`config.mk`:
```
export PLATFORM = sky130hd
export DESIGN_NAME = shutter_motor_position_controller_top_flat
export DESIGN_NICKNAME = d
export VERILOG_FILES = /design/src/hw/rtl/smpc_pkg.sv /design/src/hw/rtl/smpc_item_if.sv /design/src/hw/rtl/smpc_result_if.sv /design/src/hw/rtl/shutter_motor_position_controller_top.sv /design/src/hw/rtl/smpc_cfg_regs.sv /design/src/hw/rtl/smpc_core.sv /design/src/flat_wrapper.sv
export SDC_FILE = /design/constraint.sdc
export NUM_CORES = 1
export LEC_CHECK = 0
export BUFFER_PORTS_ARGS = -buffer_cell sky130_fd_sc_hd__buf_2
export CAP_MARGIN = 20
export CORE_ASPECT_RATIO = 0.7
export CORE_MARGIN = 3
export CORE_UTILIZATION = 60
export CTS_CLUSTER_DIAMETER = 60
export DETAILED_ROUTE_END_ITERATION = 6
export GPL_TIMING_DRIVEN = 1
export PLACE_DENSITY = 0.87
export SLEW_MARGIN = 20
export SYNTH_ARGS = -nofsm -noshare
export SYNTH_HDL_FRONTEND = slang
export SYNTH_SLANG_ARGS = --single-unit
export TNS_END_PERCENT = 100
```
`constraint.sdc`:
```
create_clock -name clk -period 9.3 [get_ports clk]
set_input_delay 0.93 -clock clk [delete_from_list [all_inputs] [get_ports clk]]
set_output_delay 0.93 -clock clk [all_outputs]
set_load 0.03 [all_outputs]
```
`src/hw/rtl/smpc_pkg.sv`:
```
// Types and constants of the shutter motor position controller.
// No dependencies; imported by the interfaces, the testbench and all modules but smpc_checker.
package smpc_pkg;

	localparam int unsigned CFG_BITS      = 10;
	localparam int unsigned APB_ADDR_BITS = 3;
	localparam int unsigned APB_DATA_BITS = 32;

	localparam logic [CFG_BITS-1:0] FULL_TRAVEL_RESET = 10'd1000;
	localparam logic [CFG_BITS-1:0] VENT_TARGET_RESET = 10'd500;

	typedef enum logic [2:0] {
		OP_TICK    = 3'd0,
		OP_UP      = 3'd1,
		OP_DOWN    = 3'd2,
		OP_VENT    = 3'd3,
		OP_RESTORE = 3'd4
	} op_t;

	typedef enum logic [2:0] {
		DIR_IDLE = 3'b001,
		DIR_UP   = 3'b010,
		DIR_DOWN = 3'b100
	} dir_t;

	typedef enum logic [0:0] {
		REG_FULL_TRAVEL = 1'b0,
		REG_VENT_TARGET = 1'b1
	} reg_idx_t;

	localparam int unsigned LOCK_UP_BIT   = 0;
	localparam int unsigned LOCK_DOWN_BIT = 1;

	typedef struct packed {
		logic [CFG_BITS-1:0] full_travel;
		logic [CFG_BITS-1:0] vent_target;
	} cfg_t;

endpackage

```
`src/hw/rtl/smpc_item_if.sv`:
```
// Input channel of the shutter controller: one event per transaction.
// Depends on smpc_pkg.
interface smpc_item_if import smpc_pkg::*; ();
	logic                valid;
	logic                ready;
	logic [2:0]          opcode;
	logic                button_released;
	logic [CFG_BITS-1:0] restore_value;

	modport source (output valid, opcode, button_released, restore_value, input ready);
	modport sink (input valid, opcode, button_released, restore_value, output ready);
endinterface

```
`src/hw/rtl/smpc_result_if.sv`:
```
// Result channel of the shutter controller: motor drive and status per transaction.
// Depends on smpc_pkg.
interface smpc_result_if import smpc_pkg::*; ();
	logic                valid;
	logic                ready;
	logic                drive_open;
	logic                drive_close;
	logic [CFG_BITS-1:0] position_now;
	logic                vent_mode;
	logic                save_strobe;

	modport source (output valid, drive_open, drive_close, position_now, vent_mode, save_strobe,
		input ready);
	modport sink (input valid, drive_open, drive_close, position_now, vent_mode, save_strobe,
		output ready);
endinterface

```
`src/hw/rtl/shutter_motor_position_controller_top.sv`:
```
// Roller-shutter motor position controller.
// Channels: item (sink) takes one event per transaction: travel tick, up or down
// button sample, ventilation request or position restore. result (source) gives
// exactly one transaction per event: motor drive, position, mode and save strobe.
// Config: APB port with full_travel at 0x0 and vent_target at 0x4; pready is
// always high and a write lands at the access cycle.
// Result timing: registered, so the result appears in the cycle after the event is taken.
// Throughput: one event per cycle unless a held result stalls the input; the state
// update and the result register are written together, and the result register is
// refilled in the same cycle it is emptied.
// Reset: position 0, motor off, basic mode, both buttons unlocked,
// full_travel 1000, vent_target 500; no result pending.
// Stall: while a result waits, item.ready follows result.ready, so a held
// result holds off the next event without losing it.
// Depends on smpc_pkg, smpc_item_if, smpc_result_if, smpc_cfg_regs and smpc_core.
module shutter_motor_position_controller_top import smpc_pkg::*; #(
	parameter int unsigned POSITION_BITS = 10
) (
	input  logic                     clk,
	input  logic                     arst_n,
	smpc_item_if.sink                item,
	smpc_result_if.source            result,
	input  logic                     psel,
	input  logic                     penable,
	input  logic                     pwrite,
	input  logic [APB_ADDR_BITS-1:0] paddr,
	input  logic [APB_DATA_BITS-1:0] pwdata,
	output logic [APB_DATA_BITS-1:0] prdata,
	output logic                     pready
);

	cfg_t cfg;

	smpc_cfg_regs u_cfg (
		.clk     (clk),
		.arst_n  (arst_n),
		.psel    (psel),
		.penable (penable),
		.pwrite  (pwrite),
		.paddr   (paddr),
		.pwdata  (pwdata),
		.prdata  (prdata),
		.pready  (pready),
		.cfg     (cfg)
	);

	smpc_core #(
		.POSITION_BITS (POSITION_BITS)
	) u_core (
		.clk    (clk),
		.arst_n (arst_n),
		.cfg    (cfg),
		.item   (item),
		.result (result)
	);

endmodule

```
`src/hw/rtl/smpc_cfg_regs.sv`:
```
// APB register block holding full travel and ventilation target.
// Depends on smpc_pkg.
module smpc_cfg_regs import smpc_pkg::*; (
	input  logic                     clk,
	input  logic                     arst_n,
	input  logic                     psel,
	input  logic                     penable,
	input  logic                     pwrite,
	input  logic [APB_ADDR_BITS-1:0] paddr,
	input  logic [APB_DATA_BITS-1:0] pwdata,
	output logic [APB_DATA_BITS-1:0] prdata,
	output logic                     pready,
	output cfg_t                     cfg
);

	cfg_t     cfg_q;
	reg_idx_t idx;
	logic     wr_en;

	assign pready = 1'b1;
	assign idx    = reg_idx_t'(paddr[2]);
	assign wr_en  = psel && penable && pwrite && pready;
	assign cfg    = cfg_q;

	always_ff @(posedge clk or negedge arst_n) begin
		if (!arst_n) begin
			cfg_q.full_travel <= FULL_TRAVEL_RESET;
			cfg_q.vent_target <= VENT_TARGET_RESET;
		end else if (wr_en) begin
			unique case (idx)
				REG_FULL_TRAVEL: cfg_q.full_travel <= pwdata[CFG_BITS-1:0];
				REG_VENT_TARGET: cfg_q.vent_target <= pwdata[CFG_BITS-1:0];
				default: ;
			endcase
		end
	end

	always_comb begin
		prdata = '0;
		unique case (idx)
			REG_FULL_TRAVEL: prdata = APB_DATA_BITS'(cfg_q.full_travel);
			REG_VENT_TARGET: prdata = APB_DATA_BITS'(cfg_q.vent_target);
			default: prdata = '0;
		endcase
	end

endmodule

```
`src/hw/rtl/smpc_core.sv`:
```
// Shutter state (position, direction, mode, press locks) and result register.
// Depends on smpc_pkg, smpc_item_if and smpc_result_if.
module smpc_core import smpc_pkg::*; #(
	parameter int unsigned POSITION_BITS = 10
) (
	input  logic          clk,
	input  logic          arst_n,
	input  cfg_t          cfg,
	smpc_item_if.sink     item,
	smpc_result_if.source result
);

	logic [POSITION_BITS-1:0] pos_q, pos_d;
	dir_t                     dir_q, dir_d, dir_mid;
	logic                     mode_q, mode_d;
	logic [1:0]               lock_q, lock_d;
	logic                     strobe_d;

	logic [POSITION_BITS-1:0] ft_w, vt_w;
	logic [CFG_BITS-1:0]      restore_sat;
	op_t                      op;
	logic                     is_up, locked, can_start;
	logic                     lock_idx;
	dir_t                     toward, opposite;
	logic                     accept;

	logic                     res_valid_q;
	logic                     res_up_q, res_down_q, res_mode_q, res_strobe_q;
	logic [CFG_BITS-1:0]      res_pos_q;

	assign ft_w        = POSITION_BITS'(cfg.full_travel);
	assign vt_w        = POSITION_BITS'(cfg.vent_target);
	assign restore_sat = (item.restore_value > cfg.full_travel) ? cfg.full_travel
		: item.restore_value;
	assign op          = op_t'(item.opcode);

	assign is_up     = (op == OP_UP);
	assign lock_idx  = is_up ? 1'(LOCK_UP_BIT) : 1'(LOCK_DOWN_BIT);
	assign locked    = lock_q[lock_idx];
	assign toward    = is_up ? DIR_UP : DIR_DOWN;
	assign opposite  = is_up ? DIR_DOWN : DIR_UP;
	assign can_start = is_up ? (pos_q != '0) : (pos_q < ft_w);

	assign item.ready = !res_valid_q || result.ready;
	assign accept     = item.valid && item.ready;

	always_comb begin
		pos_d    = pos_q;
		dir_d    = dir_q;
		mode_d   = mode_q;
		lock_d   = lock_q;
		strobe_d = 1'b0;
		dir_mid  = dir_q;
		unique case (op) inside
			OP_TICK: begin
				if (dir_q != DIR_IDLE) begin
					if (dir_q == DIR_DOWN) begin
						pos_d = (pos_q >= ft_w) ? ft_w : pos_q + POSITION_BITS'(1);
					end else if (pos_q != '0) begin
						pos_d = pos_q - POSITION_BITS'(1);
					end
					// Stop at either end, or at the target while ventilating.
					if (pos_d >= ft_w || pos_d == '0 || (mode_q && pos_d == vt_w)) begin
						dir_d    = DIR_IDLE;
						mode_d   = 1'b0;
						strobe_d = 1'b1;
					end
				end
			end
			OP_UP, OP_DOWN: begin
				if (!locked && !item.button_released) begin
					lock_d[lock_idx] = 1'b1;
					// A press against the running direction stops, then starts the pressed way if it can.
					if (dir_q == opposite) begin
						dir_d    = DIR_IDLE;
						mode_d   = 1'b0;
						strobe_d = 1'b1;
						dir_mid  = DIR_IDLE;
					end
					if (dir_mid == DIR_IDLE && can_start) begin
						dir_d = toward;
					end
				end else if (locked && item.button_released) begin
					dir_d            = DIR_IDLE;
					mode_d           = 1'b0;
					strobe_d         = 1'b1;
					lock_d[lock_idx] = 1'b0;
				end
			end
			OP_VENT: begin
				if (dir_q == DIR_IDLE) begin
					mode_d = 1'b1;
					if (pos_q < vt_w) begin
						if (pos_q < ft_w) begin
							dir_d = DIR_DOWN;
						end
					end else if (pos_q > vt_w) begin
						dir_d = DIR_UP;
					end
				end
			end
			OP_RESTORE: begin
				pos_d = POSITION_BITS'(restore_sat);
			end
			default: ;
		endcase
	end

	always_ff @(posedge clk or negedge arst_n) begin
		if (!arst_n) begin
			pos_q       <= '0;
			dir_q       <= DIR_IDLE;
			mode_q      <= 1'b0;
			lock_q      <= '0;
			res_valid_q <= 1'b0;
		end else begin
			if (accept) begin
				pos_q       <= pos_d;
				dir_q       <= dir_d;
				mode_q      <= mode_d;
				lock_q      <= lock_d;
				res_valid_q <= 1'b1;
			end else if (result.ready) begin
				res_valid_q <= 1'b0;
			end
		end
	end

	always_ff @(posedge clk) begin
		if (accept) begin
			res_up_q     <= (dir_d == DIR_UP);
			res_down_q   <= (dir_d == DIR_DOWN);
			res_pos_q    <= pos_d[CFG_BITS-1:0];
			res_mode_q   <= mode_d;
			res_strobe_q <= strobe_d;
		end
	end

	assign result.valid        = res_valid_q;
	assign result.drive_open   = res_up_q;
	assign result.drive_close  = res_down_q;
	assign result.position_now = res_pos_q;
	assign result.vent_mode    = res_mode_q;
	assign result.save_strobe  = res_strobe_q;

endmodule

```
`src/flat_wrapper.sv`:
```
// flat-port wrapper written by rule: the top's interface ports become plain ports
module shutter_motor_position_controller_top_flat import smpc_pkg::*;
#(
	parameter int unsigned POSITION_BITS = 10
)
  (clk, arst_n, psel, penable, pwrite, paddr, pwdata, prdata, pready, item_valid, item_opcode, item_button_released, item_restore_value, item_ready, result_valid, result_drive_open, result_drive_close, result_position_now, result_vent_mode, result_save_strobe, result_ready);
  smpc_item_if item_i ();
  smpc_result_if result_i ();
  input  logic clk;
  input  logic arst_n;
  input  logic psel;
  input  logic penable;
  input  logic pwrite;
  input  logic [APB_ADDR_BITS-1:0] paddr;
  input  logic [APB_DATA_BITS-1:0] pwdata;
  output logic [APB_DATA_BITS-1:0] prdata;
  output logic pready;
  input wire logic [$bits(item_i.valid)-1:0] item_valid;
  input wire logic [$bits(item_i.opcode)-1:0] item_opcode;
  input wire logic [$bits(item_i.button_released)-1:0] item_button_released;
  input wire logic [$bits(item_i.restore_value)-1:0] item_restore_value;
  output wire logic [$bits(item_i.ready)-1:0] item_ready;
  output wire logic [$bits(result_i.valid)-1:0] result_valid;
  output wire logic [$bits(result_i.drive_open)-1:0] result_drive_open;
  output wire logic [$bits(result_i.drive_close)-1:0] result_drive_close;
  output wire logic [$bits(result_i.position_now)-1:0] result_position_now;
  output wire logic [$bits(result_i.vent_mode)-1:0] result_vent_mode;
  output wire logic [$bits(result_i.save_strobe)-1:0] result_save_strobe;
  input wire logic [$bits(result_i.ready)-1:0] result_ready;
  assign item_i.valid = item_valid;
  assign item_i.opcode = item_opcode;
  assign item_i.button_released = item_button_released;
  assign item_i.restore_value = item_restore_value;
  assign item_ready = item_i.ready;
  assign result_valid = result_i.valid;
  assign result_drive_open = result_i.drive_open;
  assign result_drive_close = result_i.drive_close;
  assign result_position_now = result_i.position_now;
  assign result_vent_mode = result_i.vent_mode;
  assign result_save_strobe = result_i.save_strobe;
  assign result_i.ready = result_ready;
  shutter_motor_position_controller_top #(.POSITION_BITS(POSITION_BITS)) u_core (.clk(clk), .arst_n(arst_n), .item(item_i), .result(result_i), .psel(psel), .penable(penable), .pwrite(pwrite), .paddr(paddr), .pwdata(pwdata), .prdata(prdata), .pready(pready));
endmodule
```
==> flow_summary.json, run 1 <==
{
  "ctsRootBufferMaster": "clkbuf_16",
  "r2r_end": "u_core.u_core.result.drive_open",
  "htreeDepth": 2,
  "critPathKind": "flop to flop",
  "reg2regPathDepth": 18,
  "viasPerCell": 6.79,
  "grt-ovfl-total": 0,
  "numCtsBuffers": 5,
  "switchingPower_mw": 0.873,
  "post-place-cells": 688,
  "setup-tns-final_ps": 0,
  "synth_ff_type": "dfrtp_1",
  "nets": 697,
  "period_needed_ps": 5250,
  "synth.most_common_cell": "nand2_1",
  "port-buffer-count": 57,
  "ant_nets": 0,
  "final.fill_count": 630,
  "drv_slew": 0,
  "fmax_ghz": 0.191,
  "worst_setup_path_end_kind": "flop",
  "startpoint": "u_core.u_cfg.cfg[13]",
  "start_util_pct": 64.0,
  "cts_resized": 0,
  "dpl_cell_area_um2": 5070,
  "layout-drive-gt1-share_pct": 19.7,
  "num_rows": 26,
  "min_path_cells": 1,
  "reg2reg_slack_ps": 4050,
  "utilization_pct": 69.1,
  "dp_hpwl_mm": 11.4,
  "routabilityCongestion": 0.974,
  "maxCapViolations": 0,
  "final_cells": 696,
  "p_leak_nw": 2.32,
  "p_int_mw": 0.858,
  "worstPathMaxFanout": 18,
  "timing.final.crit_share_pct": 56.4,
  "drt-total-wl_mm": 14.7,
  "hold_buffers": 0,
  "hp-class": "flop to flop",
  "p_per_area_nw_per_um2": 331,
  "wl_met1_mm": 6.27,
  "clockPowerShare_pct": 11.9,
  "status": "completed",
  "die_h_um": 81.3,
  "clkLatencyLatePin_ps": 290,
  "skew_ps": 6.17,
  "synth_area_leader_cell": "dfrtp_1",
  "synthDistinctLibCells": 68,
  "ys_ff_latch": 51,
  "cts_tree": "built",
  "stdcell_area_um2": 5240,
  "synthCells": 559,
  "met3_length_mm": 1.89,
  "io_pins": 105,
  "wl_per_cell_um": 21.1,
  "vias": 4724,
  "met2WireLength_mm": 6.27,
  "cp.arrival_ps": 5280,
  "post-route-drc-count": 0,
  "startpoint_type": "flop",
  "maxSlewHeadroom_pct": 41.2,
  "async_reset_ff_share_pct": 72.5,
  "n_antenna_cell": 0,
  "grt_max_degree": 38,
  "clock-sinks": 51,
  "grt.total_usage_pct": 32.3,
  "combinationalPowerShare_pct": 61.5,
  "setup_ws_ps": 4050,
  "synthTopCellsByArea": "dfrtp_1, ha_1, edfxtp_1",
  "switching_share_pct": 50.4,
  "dieWidth_um": 114,
  "synth_edf_count": 14,
  "post-place-ws_ps": 4340,
  "seq_power_share_pct": 26.6,
  "cts.path.max_buffers": 2,
  "rsz0062_at_grt": "false",
  "yosysTopAreaCellShare_pct": 12.4,
  "antenna_found_initial": 0,
  "crit_required_ps": 9330,
  "coreArea_um2": 7580,
  "routed.top_layer": "met4",
  "cts.clk_slew.worst_paths_ps": 70,
  "drtIter0Drc": 488,
  "post_cts_buffers": 0,
  "synth_common_cells": "nand2_1, ha_1, o21ai_0, inv_1, mux2_2",
  "first_pass_iters": 5,
  "ir_worst_vdd_mv": 0.152,
  "synthesis.area_um2": 4850,
  "yosys_warnings": 0,
  "die_area_um2": 9220,
  "tightest_slew_ps": 882,
  "avgSynthCellArea_um2": 8.68,
  "worstReg2RegStart": "u_core.u_cfg.cfg[13]",
  "syn2layout_area_growth_pct": 7.89,
  "grt_pass1_wl_mm": 23.4,
  "hold_viol_final": 0,
  "setup_viol": 0,
  "ys_seq_area_share_pct": 28.1,
  "grt_pass1_vias": 4420
}
## stage by stage
stage	hold slack [ps]	total power [mW]
2_1_floorplan	474	1.21
3_3_place_gp	483	1.43
3_5_place_dp	491	1.48
4_1_cts	509	1.69
5_1_grt	526	1.85
6_report	508	1.73
## sequential cells by signal, summed over array words and instances, names as in the netlist, named ones only
signal / flops
u_core.u_cfg.cfg: 20
u_core.u_core.dir_q: 3
u_core.u_core.mode_q: 1
u_core.u_core.pos_q: 10
u_core.u_core.result.drive_close: 1
u_core.u_core.result.drive_open: 1
u_core.u_core.result.position_now: 10
u_core.u_core.result.save_strobe: 1
u_core.u_core.result.valid: 1
u_core.u_core.result.vent_mode: 1
## critical path: stages (launching register included)
cell	delay (ps)
dfstp_2	610
inv_1	180
ha_1	350
nand4_1	180
a211oi_1	370
a211o_1	560
o211ai_1	220
nand2_1	210
inv_1	100
ha_1	270
nand2b_1	140
a211oi_1	230
o21ai_0	140
nand3_1	100
a21oi_1	60
a211oi_1	320
o31a_1	320
o211ai_1	120
a2111oi_0	510
## layout make-up
| cell class | count | area (um2) | area share, % |
|---|---|---|---|
| sequential | 51 | 1360 | 26.0 |
| timing repair buffer | 60 | 308 | 5.88 |
| clock inverter | 3 | 38.8 | 0.741 |
| multi-input combinational | 445 | 3150 | 60.2 |
| clock buffer | 5 | 125 | 2.39 |
| tap | 98 | 123 | 2.34 |
| inverter | 34 | 128 | 2.44 |
## placed cells by master (no fill, tap or decap), types with 5 or more instances in the layout
cell,count
buf_2,57
nand2_1,51
ha_1,44
o21ai_0,41
inv_1,33
mux2_2,26
nor2_1,24
dfrtp_1,24
conb_1,23
a21oi_1,22
nor3_1,17
o211ai_1,17
nand3_1,14
edfxtp_1,14
a211oi_1,13
mux2i_1,13
dfstp_2,13
a21o_1,12
nand4_1,11
a22oi_1,11
xnor2_1,10
or3_1,9
o21a_1,9
o31ai_1,8
nand2b_1,7
clkbuf_16,5
## cells by family (layout without fill, tap and decap cells)
kind of cell | Yosys count | in the layout | share of synthesized area [%]
AOI/OAI and AO/OA | 166 | 166 | 23.5
DFF | 51 | 51 | 28.1
muxes | 40 | 40 | 9.02
xor gates and xnor gates | 12 | 12 | 2.16
adders and majority gates | 45 | 45 | 11.5
other | 2 | 23 | 0.155
buffers and inverters | 84 | 102 | 8.61
and+or+nand+nor | 159 | 159 | 17.0
## layer usage
layer,track usage [%],up-vias
met5,0,-
met4,7.80,0
met3,6.11,28
met2,49.5,322
met1,47.2,2261
li1,-,2113
## power by group through the flow
stage	Clock (mW)	Sequential [mW]	Combinational, mW
after floorplan	0	0.385	0.823
after global placement	0	0.445	0.985
after detailed placement	0	0.452	1.03
after CTS	0.207	0.448	1.04
after global routing	0.217	0.468	1.17
final	0.207	0.460	1.06
## worst max-delay path by stage
stage	endpoint	cells past startpoint
after floorplan	u_core.u_core.result.drive_open	20
after global placement	u_core.u_core.result.drive_open	18
after detailed placement	u_core.u_core.result.drive_open	18
after CTS	u_core.u_core.result.drive_open	18
after global routing	u_core.u_core.result.drive_open	18
final	u_core.u_core.result.drive_open	18
Note: power is estimated with default switching activity, not from simulation.
==> run 2, diff against run 1 <==
Settings changed: CORE_UTILIZATION 60 to 56, PLACE_DENSITY 0.87 to 0.82.
Clock period 9.3 ns to 5 ns, I/O delays scaled along.
==> flow_summary.json, run 2 (synthesis gave the netlist of run 1 again) <==
{
  "htreeDepth": 2,
  "crit_required_ps": 5080,
  "vias": 4817,
  "final_common_cell": "buf_2",
  "cts.clk_slew.worst_paths_ps": 70,
  "drv_slew": 0,
  "post-route-drc-count": 0,
  "grt_pass1_vias": 4381,
  "numCtsBuffers": 5,
  "p_leak_nw": 2.42,
  "hp-class": "input port to async pin",
  "period_needed_ps": 4740,
  "drtIter0Drc": 679,
  "worstPathCellList": "inv_1 -> ha_1 -> a211oi_1 -> o21bai_1 -> a211o_2 -> o31ai_1 -> nor2_1 -> ha_1 -> a211oi_1 -> o21ai_0 -> nand3_1 -> a21oi_1 -> a211oi_1 -> o31a_1 -> o211ai_1 -> a2111oi_0",
  "ir_worst_vdd_mv": 0.293,
  "worstPathMaxFanout": 11,
  "grt.total_usage_pct": 30.6,
  "rsz0062_at_grt": "false",
  "final.fill_count": 671,
  "stdcell_area_um2": 5430,
  "grt_util_met1_pct": 48.9,
  "clkLatencyLatePin_ps": 290,
  "wl_per_cell_um": 20.3,
  "slowest_delay_ps": 590,
  "status": "completed",
  "cts.path.max_buffers": 2,
  "final_cell_mix": "buf_2, nand2_1, ha_1",
  "use_met3_pct": 8.33,
  "critPathKind": "flop to flop",
  "grt-busiest-layer": "met1",
  "path_common_cell": "a211oi_1",
  "maxSlewHeadroom_pct": 35.2,
  "reg2reg_slack_ps": 260,
  "worst_setup_path_end_kind": "flop",
  "crit_family": "compound AO/OA/AOI/OAI gates",
  "grt-ovfl-total": 0,
  "routabilityCongestion": 0.991,
  "r2r_end": "u_core.u_core.result.drive_open",
  "critPathSlowestCell": "dfstp_2",
  "hold_viol_final": 0,
  "largest_reg_flops": 20,
  "start_util_pct": 59.6,
  "layout-drive-gt1-share_pct": 22.7,
  "antenna_found_initial": 0,
  "skew_ps": 7.82,
  "clock-sinks": 51,
  "setup_viol": 0,
  "drt-total-wl_mm": 14.9,
  "post_cts_buffers": 0,
  "worstReg2RegStart": "u_core.u_cfg.cfg[17]",
  "port-buffer-count": 57,
  "maxCapViolations": 0,
  "timing.final.crit_share_pct": 94.8,
  "dp_hpwl_mm": 11.7,
  "num_rows": 27,
  "die_h_um": 83.9,
  "reg2regPathDepth": 16,
  "grt_pass1_wl_mm": 23.5,
  "dieWidth_um": 117,
  "path_buf_inv": 1,
  "ant_nets": 0,
  "fmax_ghz": 0.211,
  "n_antenna_cell": 0,
  "setup-tns-final_ps": 0,
  "coreArea_um2": 8140,
  "nets": 719,
  "grt_max_degree": 38,
  "hold_slack_ps": 306,
  "startpoint_type": "flop",
  "syn2layout_area_growth_pct": 11.8,
  "ctsRootBufferMaster": "clkbuf_16",
  "p_per_area_nw_per_um2": 625,
  "die_area_um2": 9840,
  "io_pins": 105,
  "tightest_slew_ps": 968,
  "viasPerCell": 6.54,
  "dpl_cell_area_um2": 5260,
  "cp.arrival_ps": 4820,
  "cts_tree": "built",
  "grt_use_met2_pct": 41.4,
  "first_pass_iters": 6
}
## run 2: cell types whose count changed in the layout (fill, tap and decap cells not counted), sizes merged
cell,delta
buf,+22
## run 2: area by class of cell
cell class	count	area [um2]	area share (%)
flip-flops and latches	51	1360	25.1
clock buffers	5	125	2.31
multi-input cells	445	3150	58.1
inverters	34	128	2.35
repair buffers	82	473	8.72
well taps	116	145	2.67
clock inverters	3	38.8	0.715
## run 2: worst max path at each step
stage	start	to	slack, ps	cells after the start
global placement	u_core.u_cfg.cfg[19]	u_core.u_core.result.drive_open	460	18
floorplan	u_core.u_cfg.cfg[15]	u_core.u_core.result.drive_open	840	20
global route	u_core.u_cfg.cfg[17]	u_core.u_core.result.drive_open	40	16
detailed placement	u_core.u_cfg.cfg[17]	u_core.u_core.result.drive_open	390	16
finish	u_core.u_cfg.cfg[17]	u_core.u_core.result.drive_open	260	16
CTS	u_core.u_cfg.cfg[19]	u_core.u_core.result.drive_open	320	18
## run 2: power breakdown
| part | switching, mW | internal, mW |
|---|---|---|
| registers | 0.182 | 0.583 |
| logic | 1.35 | 0.890 |
| clock network | 0.150 | 0.234 |
| total | 1.68 | 1.71 |
## run 2: what timing repair did
item	CTS	global route
hold endpoints to repair	0	0
hold buffers	0	0
endpoints found under the setup margin	0	1
resized for setup	0	1
## run 2: per-layer routing
| layer | part of all wire [%] | wire, um |
|---|---|---|
| met3 | 15 | 2180 |
| met5 | 0 | 0 |
| met2 | 41 | 6060 |
| met1 | 44 | 6570 |
| met4 | 0.72 | 108 |
## run 2: metrics by stage
stage	total power, mW	utilization, %	cells	setup slack (ps)
floorplan	2.25	-	580	837
global placement	2.81	64.6	728	456
detailed placement	2.91	64.6	728	395
CTS	3.30	66.6	736	317
global route	3.62	66.7	736	39.8
finish	3.39	66.7	736	261
